==> config.mk <==
export PLATFORM = sky130hd
export DESIGN_NAME = wad_ctrl
export DESIGN_NICKNAME = d
export VERILOG_FILES = /design/src/hw/rtl/wad_pkg.sv /design/src/hw/rtl/wad_ctrl.sv
export SDC_FILE = /design/constraint.sdc
export NUM_CORES = 1
export LEC_CHECK = 0
export BUFFER_PORTS_ARGS = -buffer_cell sky130_fd_sc_hd__buf_2
export CORE_ASPECT_RATIO = 1.75
export CORE_MARGIN = 2
export CORE_UTILIZATION = 55
export CTS_CLUSTER_SIZE = 24
export DETAILED_ROUTE_END_ITERATION = 10
export GPL_ROUTABILITY_DRIVEN = 0
export PLACE_DENSITY = 0.79
export SYNTH_ARGS = -nofsm -noshare
export SYNTH_HDL_FRONTEND = slang
export SYNTH_SLANG_ARGS = --single-unit
==> constraint.sdc <==
create_clock -name clk_i -period 6.9 [get_ports clk_i]
set_input_delay 1.38 -clock clk_i [delete_from_list [all_inputs] [get_ports clk_i]]
set_output_delay 1.38 -clock clk_i [all_outputs]
set_load 0.005 [all_outputs]
==> src/hw/rtl/wad_pkg.sv <==
package wad_pkg;

  localparam int MaxRuns    = 64;
  localparam int MaxFactors = 16;
  localparam int StoreDepth = MaxRuns * MaxFactors;
  localparam int AddrW      = $clog2(StoreDepth);
  localparam int CoordW     = 16;
  localparam int RunW       = 7;
  localparam int FacW       = 5;
  localparam int IdxW       = $clog2(MaxRuns);
  localparam int KW         = $clog2(MaxFactors);
  localparam int ProdW      = 64;
  localparam int TermW      = 34;
  localparam int N2W        = 2 * RunW;
  localparam int OutW       = 41;

  localparam logic [ProdW-1:0] Q32One      = 64'h0000_0001_0000_0000;
  localparam logic [ProdW-1:0] Q32Half     = 64'h0000_0000_8000_0000;
  localparam logic [TermW-1:0] ThreeHalves = 34'h1_8000_0000;
  localparam logic [TermW-1:0] FourThirds  = 34'd5726623061;
  localparam logic [ProdW-1:0] OutMax      = 64'h0000_00FF_FFFF_FFFF;
  localparam logic [ProdW-1:0] OutMinMag   = 64'h0000_0100_0000_0000;

  typedef enum logic {
    RegNumRuns    = 1'b0,
    RegNumFactors = 1'b1
  } reg_idx_e;

  typedef struct packed {
    logic             load;
    logic             rd;
    logic [AddrW-1:0] addr_i;
    logic [AddrW-1:0] addr_j;
    logic             term;
    logic             pow;
    logic             mlo;
    logic             mhi;
    logic             acc;
    logic             prod_init;
    logic             sum_clr;
    logic             sum_add;
    logic             div_start;
    logic             fin;
    logic [RunW-1:0]  runs;
  } cmd_t;

endpackage

==> src/hw/rtl/wad_ctrl.sv <==
module wad_ctrl (
  input  logic                     clk_i,
  input  logic                     rst_ni,
  input  logic                     start,
  input  logic                     last_i,
  input  logic [wad_pkg::RunW-1:0] num_runs_i,
  input  logic [wad_pkg::FacW-1:0] num_factors_i,
  input  logic                     div_done_i,
  output wad_pkg::cmd_t            cmd_o,
  output logic                     busy,
  output logic                     done_o
);

  typedef enum logic [3:0] {
    SIdle, SRd, STerm, SMlo, SMhi, SAcc, SSum, SDivGo, SDiv, SFin
  } state_e;

  state_e                    state_q;
  logic [wad_pkg::IdxW-1:0]  i_q, j_q;
  logic [wad_pkg::KW-1:0]    k_q;
  logic [wad_pkg::AddrW-1:0] base_i_q, base_j_q;
  logic                      pow_q;
  logic                      done_q;

  logic [wad_pkg::RunW-1:0]  runs_c;
  logic [wad_pkg::FacW-1:0]  fac_c;
  logic                      i_last, j_last, k_last, accept;

  assign runs_c = (num_runs_i < 7'd2) ? 7'd2
                : (num_runs_i > 7'(wad_pkg::MaxRuns)) ? 7'(wad_pkg::MaxRuns) : num_runs_i;
  assign fac_c  = (num_factors_i < 5'd1) ? 5'd1
                : (num_factors_i > 5'(wad_pkg::MaxFactors)) ? 5'(wad_pkg::MaxFactors)
                : num_factors_i;

  assign i_last = {1'b0, i_q} == runs_c - 7'd1;
  assign j_last = {1'b0, j_q} == runs_c - 7'd1;
  assign k_last = {1'b0, k_q} == fac_c - 5'd1;
  assign busy   = state_q != SIdle;
  assign accept = start && !busy;

  always_ff @(posedge clk_i or negedge rst_ni) begin
    if (!rst_ni) begin
      state_q  <= SIdle;
      i_q      <= '0;
      j_q      <= '0;
      k_q      <= '0;
      base_i_q <= '0;
      base_j_q <= '0;
      pow_q    <= 1'b0;
      done_q   <= 1'b0;
    end else begin
      done_q <= 1'b0;
      unique case (state_q)
        SIdle: begin
          if (accept && last_i) begin
            i_q      <= '0;
            j_q      <= '0;
            k_q      <= '0;
            base_i_q <= '0;
            base_j_q <= '0;
            pow_q    <= 1'b0;
            state_q  <= SRd;
          end
        end
        SRd:   state_q <= STerm;
        STerm: state_q <= SMlo;
        SMlo:  state_q <= SMhi;
        SMhi:  state_q <= SAcc;
        SAcc: begin
          if (k_last) begin
            k_q     <= '0;
            state_q <= pow_q ? SFin : SSum;
          end else begin
            k_q     <= k_q + 1'b1;
            state_q <= pow_q ? STerm : SRd;
          end
        end
        SSum: begin
          if (j_last) begin
            j_q      <= '0;
            base_j_q <= '0;
            if (i_last) begin
              state_q <= SDivGo;
            end else begin
              i_q      <= i_q + 1'b1;
              base_i_q <= base_i_q + wad_pkg::AddrW'(fac_c);
              state_q  <= SRd;
            end
          end else begin
            j_q      <= j_q + 1'b1;
            base_j_q <= base_j_q + wad_pkg::AddrW'(fac_c);
            state_q  <= SRd;
          end
        end
        SDivGo: state_q <= SDiv;
        SDiv: begin
          if (div_done_i) begin
            pow_q   <= 1'b1;
            k_q     <= '0;
            state_q <= STerm;
          end
        end
        SFin: begin
          done_q  <= 1'b1;
          state_q <= SIdle;
        end
        default: state_q <= SIdle;
      endcase
    end
  end

  always_comb begin
    cmd_o           = '0;
    cmd_o.load      = accept;
    cmd_o.rd        = state_q == SRd;
    cmd_o.addr_i    = base_i_q + wad_pkg::AddrW'(k_q);
    cmd_o.addr_j    = base_j_q + wad_pkg::AddrW'(k_q);
    cmd_o.term      = state_q == STerm;
    cmd_o.pow       = pow_q;
    cmd_o.mlo       = state_q == SMlo;
    cmd_o.mhi       = state_q == SMhi;
    cmd_o.acc       = state_q == SAcc;
    cmd_o.prod_init = (accept && last_i) || (state_q == SSum)
                    || (state_q == SDiv && div_done_i);
    cmd_o.sum_clr   = accept && last_i;
    cmd_o.sum_add   = state_q == SSum;
    cmd_o.div_start = state_q == SDivGo;
    cmd_o.fin       = state_q == SFin;
    cmd_o.runs      = runs_c;
  end

  assign done_o = done_q;

endmodule

# Word level (Yosys, flattened, before mapping)
# Index checks and enable logic that the tools add are counted.
# classes
n_mul	0
eq_ne	16
muxes	32
div	0
bitwise_logic	0
shift	0
addsub	9
magnitude_cmp	4
n_reduce_logical	16
# op_table
operator	count
two-way mux 10 bit	4
case mux 10 bit (2 select lines)	2
case mux 4 bit (9 select lines)	1
two-way mux 4 bit	8
two-way mux 6 bit	4
case mux 6 bit (2 select lines)	2
adder 10 x 4 -> 10 bit	2
adder 10 x 5 -> 10 bit	2
== test 4 x 3 -> 1 bit, second input constant	4
== test 6 x 7 -> 1 bit	2
two-way mux 7 bit	2
adder 6 x 1 -> 6 bit, second input constant	2
case mux 4 bit (3 select lines)	1
two-way mux 5 bit	2
== test 4 x 2 -> 1 bit, second input constant	2
== test 4 bit, second input constant	2
greater-than comparator 7 bit, second input constant	1
less-than comparator 7 x 2 -> 1 bit, second input constant	1
subtractor 7 x 1 -> 7 bit, second input constant	1
!= test 2 bit, second input constant	3
AND reduction 3 bit	2
== test 4 x 5 -> 1 bit	1
greater-than comparator 5 bit, second input constant	1
less-than comparator 5 x 1 -> 1 bit, second input constant	1
17 further kinds	24
# word_totals
wordCells	85
rom_bits	0
ram_bits	0
register_bits	42
in_bits	17
memories	0
out_inout_bits	41
latchBits	0

# Logic depth before layout (Yosys ltp)
# logic_depth
word_depth	8
mapped_depth	15
mapped_depth_nobuf	12

# Worst setup path after synthesis
# OpenSTA, ideal clock, no wires.
# synth_timing
path_kind	input-to-reg
startpoint	input num_runs_i[4] (netlist bit)
endpoint	register base_i_q[8] (netlist bit)
setup_slack_ns	2.701
arrival_ns	4.120
path_stages	13
n_path_buf	2
t_required_ns	6.821
setup_ns	0.079
cell_sequence	or3_4 -> o31a_1 -> inv_1 -> ha_1 -> clkbuf_1 -> nand2b_1 -> o311a_1 -> a21oi_1 -> o2111a_1 -> a21o_1 -> buf_4 -> or4_1 -> a21oi_1
# synth_lines
item	line_no	rtl
from (decl)	wad_ctrl.sv:6	input logic [wad_pkg::RunW-1:0] num_runs_i,
to (signal assigned)	wad_ctrl.sv:86	base_i_q <= base_i_q + wad_pkg::AddrW'(fac_c);
to (decl)	wad_ctrl.sv:21	logic [wad_pkg::AddrW-1:0] base_i_q, base_j_q;

# Worst setup path after layout
# layout_timing
startpoint	input num_runs_i[4] (netlist bit)
endpoint	register base_i_q[6] (netlist bit)
# layout_via
elab_chain_len	7
word_cells_on_any_way	10
cone_classes	add/sub (1); order compare (2); eq/ne (4); mux (2); reduce/logical (1)
# layout_lines
item	line_no	rtl
greater-than comparator 7 bit	wad_ctrl.sv:30	: (num_runs_i > 7'(wad_pkg::MaxRuns)) ? 7'(wad_pkg::MaxRuns) : num_runs_i;
two-way mux 7 bit	wad_ctrl.sv:30	
two-way mux 7 bit *	wad_ctrl.sv:29	assign runs_c = (num_runs_i < 7'd2) ? 7'd2
subtractor 7 x 1 -> 7 bit *	wad_ctrl.sv:35, wad_ctrl.sv:36	
== test 6 x 7 -> 1 bit, on equally long branches	wad_ctrl.sv:36, wad_ctrl.sv:35	
!= test 2 x 1 -> 1 bit (no line) or != test 2 bit (tied branches)	n/a	
AND reduction 4 bit (no line) *	n/a	
# Every way passes the cells marked *; elsewhere a longest branch is shown, timed or not.
# A chain may end at the register's enable or synchronous reset.

==> impl_metrics.json <==
{
  "status": "completed",
  "synthesis.nets": 487,
  "hold_viol": 0,
  "crit_family": "compound AO/OA/AOI/OAI gates",
  "period_share_pct": 63.2,
  "dr_total_vias": 3333,
  "cts_root_buffer": "clkbuf_16",
  "critPathMaxFanout": 30,
  "setup_viol": 0,
  "antenna_found_initial": 0,
  "fp.dieW_um": 65.8,
  "synth-seq-cells": 42,
  "cp_data_arrival_time_ps": 4520,
  "syn_avg_cell_area_sq_um": 8.34,
  "ant_nets": 0,
  "ios": 58,
  "worst_path_most_repeated_cell": "a21oi_1",
  "vdd.ir_drop.worst_mv": 0.219,
  "drive_gt1_share_pct": 16.1,
  "vias_per_cell": 5.94,
  "synth_cell_types": 62,
  "yosysSeqAreaShare_pct": 28.6,
  "fillCellCount": 552,
  "mostFrequentLayoutCells": "buf_2 (57), dfrtp_1 (42), a21oi_1 (38), nand2_1 (32), inv_1 (29)",
  "htreeDepth": 2,
  "grtUsageTotal_pct": 24.4,
  "die_y_um": 112,
  "synth_edf_count": 0,
  "cp.required_ps": 7060,
  "first_pass_iters": 5,
  "setup_tns_ps": 0,
  "synth_top_area_cell": "dfrtp_1",
  "post_drt_wl_per_cell_um": 15.5,
  "place_worst_setup_slack_ps": 2260,
  "dp_hpwl_um": 6430,
  "relSlewSlack_pct": 27.5,
  "rows": 39,
  "post_cts_buffers": 0,
  "grt_pass1_vias": 3148,
  "critPathMaxStageDelay_ps": 840,
  "cp_slowest_cell": "o21ai_2",
  "grt_pass1_wl_um": 14200,
  "drv_cap": 0,
  "final_util_pct": 63.3,
  "end_kind": "register",
  "start_util_pct": 56.7,
  "cts_inserted_buffers": 5,
  "ys_warn_count": 0,
  "nNetsFinal": 524,
  "post-route-drc-count": 0,
  "clkSinkCount": 42,
  "leakagePower_nw": 1.97,
  "numPortBuffers": 57,
  "drtIter0Drc": 134,
  "clkTransAtPathRegs_ps": 60,
  "syn-cell-area_sq_um": 3680,
  "syn2layout_area_growth_pct": 11.7,
  "rsz0062_at_grt": "false",
  "hold_buffers": 0,
  "syn-instance-count": 441,
  "ctsLongestPathBuffers": 2,
  "start_kind": "input port",
  "final_max_slew_viol_count": 0,
  "core_area_sq_um": 6490,
  "clock.fmax_ghz": 0.229,
  "grt_overflow": 0,
  "cellPowerDensity_nw_per_um2": 237,
  "finalPower_mw": 0.972,
  "finalCriticalPeriod_ps": 4360,
  "die_area_sq_um": 7380,
  "setup_ws_ps": 2540,
  "path_cells": "buf_2 -> or3_4 -> o31a_1 -> inv_1 -> ha_1 -> nand2b_1 -> o311a_1 -> a21oi_1 -> o211a_1 -> o21ai_2 -> or4_1 -> a21oi_1",
  "clock_skew_ps": 7.22,
  "worst-path-buf-inv": 2,
  "hold_class": "reg -> reg",
  "layout_commonest_cell": "buf_2",
  "yosys.area.top_type_share_pct": 28.6,
  "wl_um": 8720,
  "worst_slew_pin_slew_ps": 1090,
  "async_flop_share_pct": 100,
  "cts_resized": 0,
  "synth.area.top_cells": "dfrtp_1 (29%), ha_1 (8.5%), a21oi_1 (5.2%), xnor2_1 (4.8%), nand3_1 (3.4%)",
  "tritoncts": "built",
  "grt_max_degree": 43,
  "diodes": 0,
  "insertion_delay_ps": 290,
  "ys.flop_type": "dfrtp_1",
  "critical_path_class": "in -> reg"
}
==> area by class of cell <==
class	instances	area [sq um]	area share, %
clock buffer	6	129	3.14
clock inverter	2	37.5	0.914
multi-input combinational	341	2380	58.0
timing repair buffer	58	293	7.13
tap	82	103	2.50
inverter	30	113	2.74
sequential	42	1050	25.6
==> through the flow <==
stage,cells,hold WS (ps),cell area [sq um]
4_1_cts,561,517,4110
5_1_grt,561,538,4110
3_5_place_dp,553,508,3940
3_3_place_gp,553,501,3940
2_1_floorplan,441,471,3680
6_report,561,523,4110
==> per-layer routing <==
layer	vias to the layer above	share of wire (%)	GRT usage [%]
met2	84	55	45.3
met3	17	3.3	3.81
met1	1581	39	26.9
met4	0	2.4	9.31
li1	1651	-	-
met5	-	0	0
==> Yosys cell counts (4+ instances only) <==
| cell type | instances |
|---|---|
| dfrtp_1 | 42 |
| a21oi_1 | 38 |
| nand2_1 | 32 |
| inv_1 | 29 |
| ha_1 | 25 |
| nand3_1 | 25 |
| xnor2_1 | 20 |
| o21ai_0 | 19 |
| clkbuf_1 | 18 |
| nor2_1 | 18 |
| nor2b_1 | 14 |
| a21o_1 | 12 |
| nor3_1 | 12 |
| xor2_1 | 12 |
| nand2b_1 | 11 |
| o31ai_1 | 9 |
| a22o_1 | 6 |
| or4_1 | 6 |
| mux2i_1 | 5 |
| o211ai_1 | 5 |
| or3_1 | 5 |
| buf_4 | 4 |
| fa_1 | 4 |
| o21bai_1 | 4 |
| o22ai_1 | 4 |
| o311a_1 | 4 |
==> worst paths after layout <==
check,startpoint,end,slack [ps],depth (start not counted)
min reg2reg,base_j_q[9],base_j_q[9],520,1
max in group asynchronous,rst_ni,base_j_q[4],5070,1
max reg2reg,state_q[1],base_i_q[7],3910,9
max,num_runs_i[4],base_i_q[6],2540,12
min,base_j_q[9],base_j_q[9],520,1
min in group asynchronous,rst_ni,base_i_q[9],1230,1
==> cell families after synthesis <==
kind of cell	share of synthesized area [%]
adders and majority gates	10.7
DFF	28.6
AOI/OAI and AO/OA	23.7
muxes	2.04
xor gates and xnor gates	7.62
buffers and inverters	6.60
and+or+nand+nor	20.8
==> registers in the layout, summed over array words and instances (netlist names) <==
| name | count |
|---|---|
| pow_q | 1 |
| base_j_q | 10 |
| done_o | 1 |
| k_q | 4 |
| state_q | 4 |
| i_q | 6 |
| base_i_q | 10 |
| j_q | 6 |
==> power by group <==
group | switching, mW | internal, mW
Sequential | 0.0628 | 0.279
Clock | 0.101 | 0.171
Combinational | 0.198 | 0.159
Note: power is estimated with default switching activity, not from simulation.
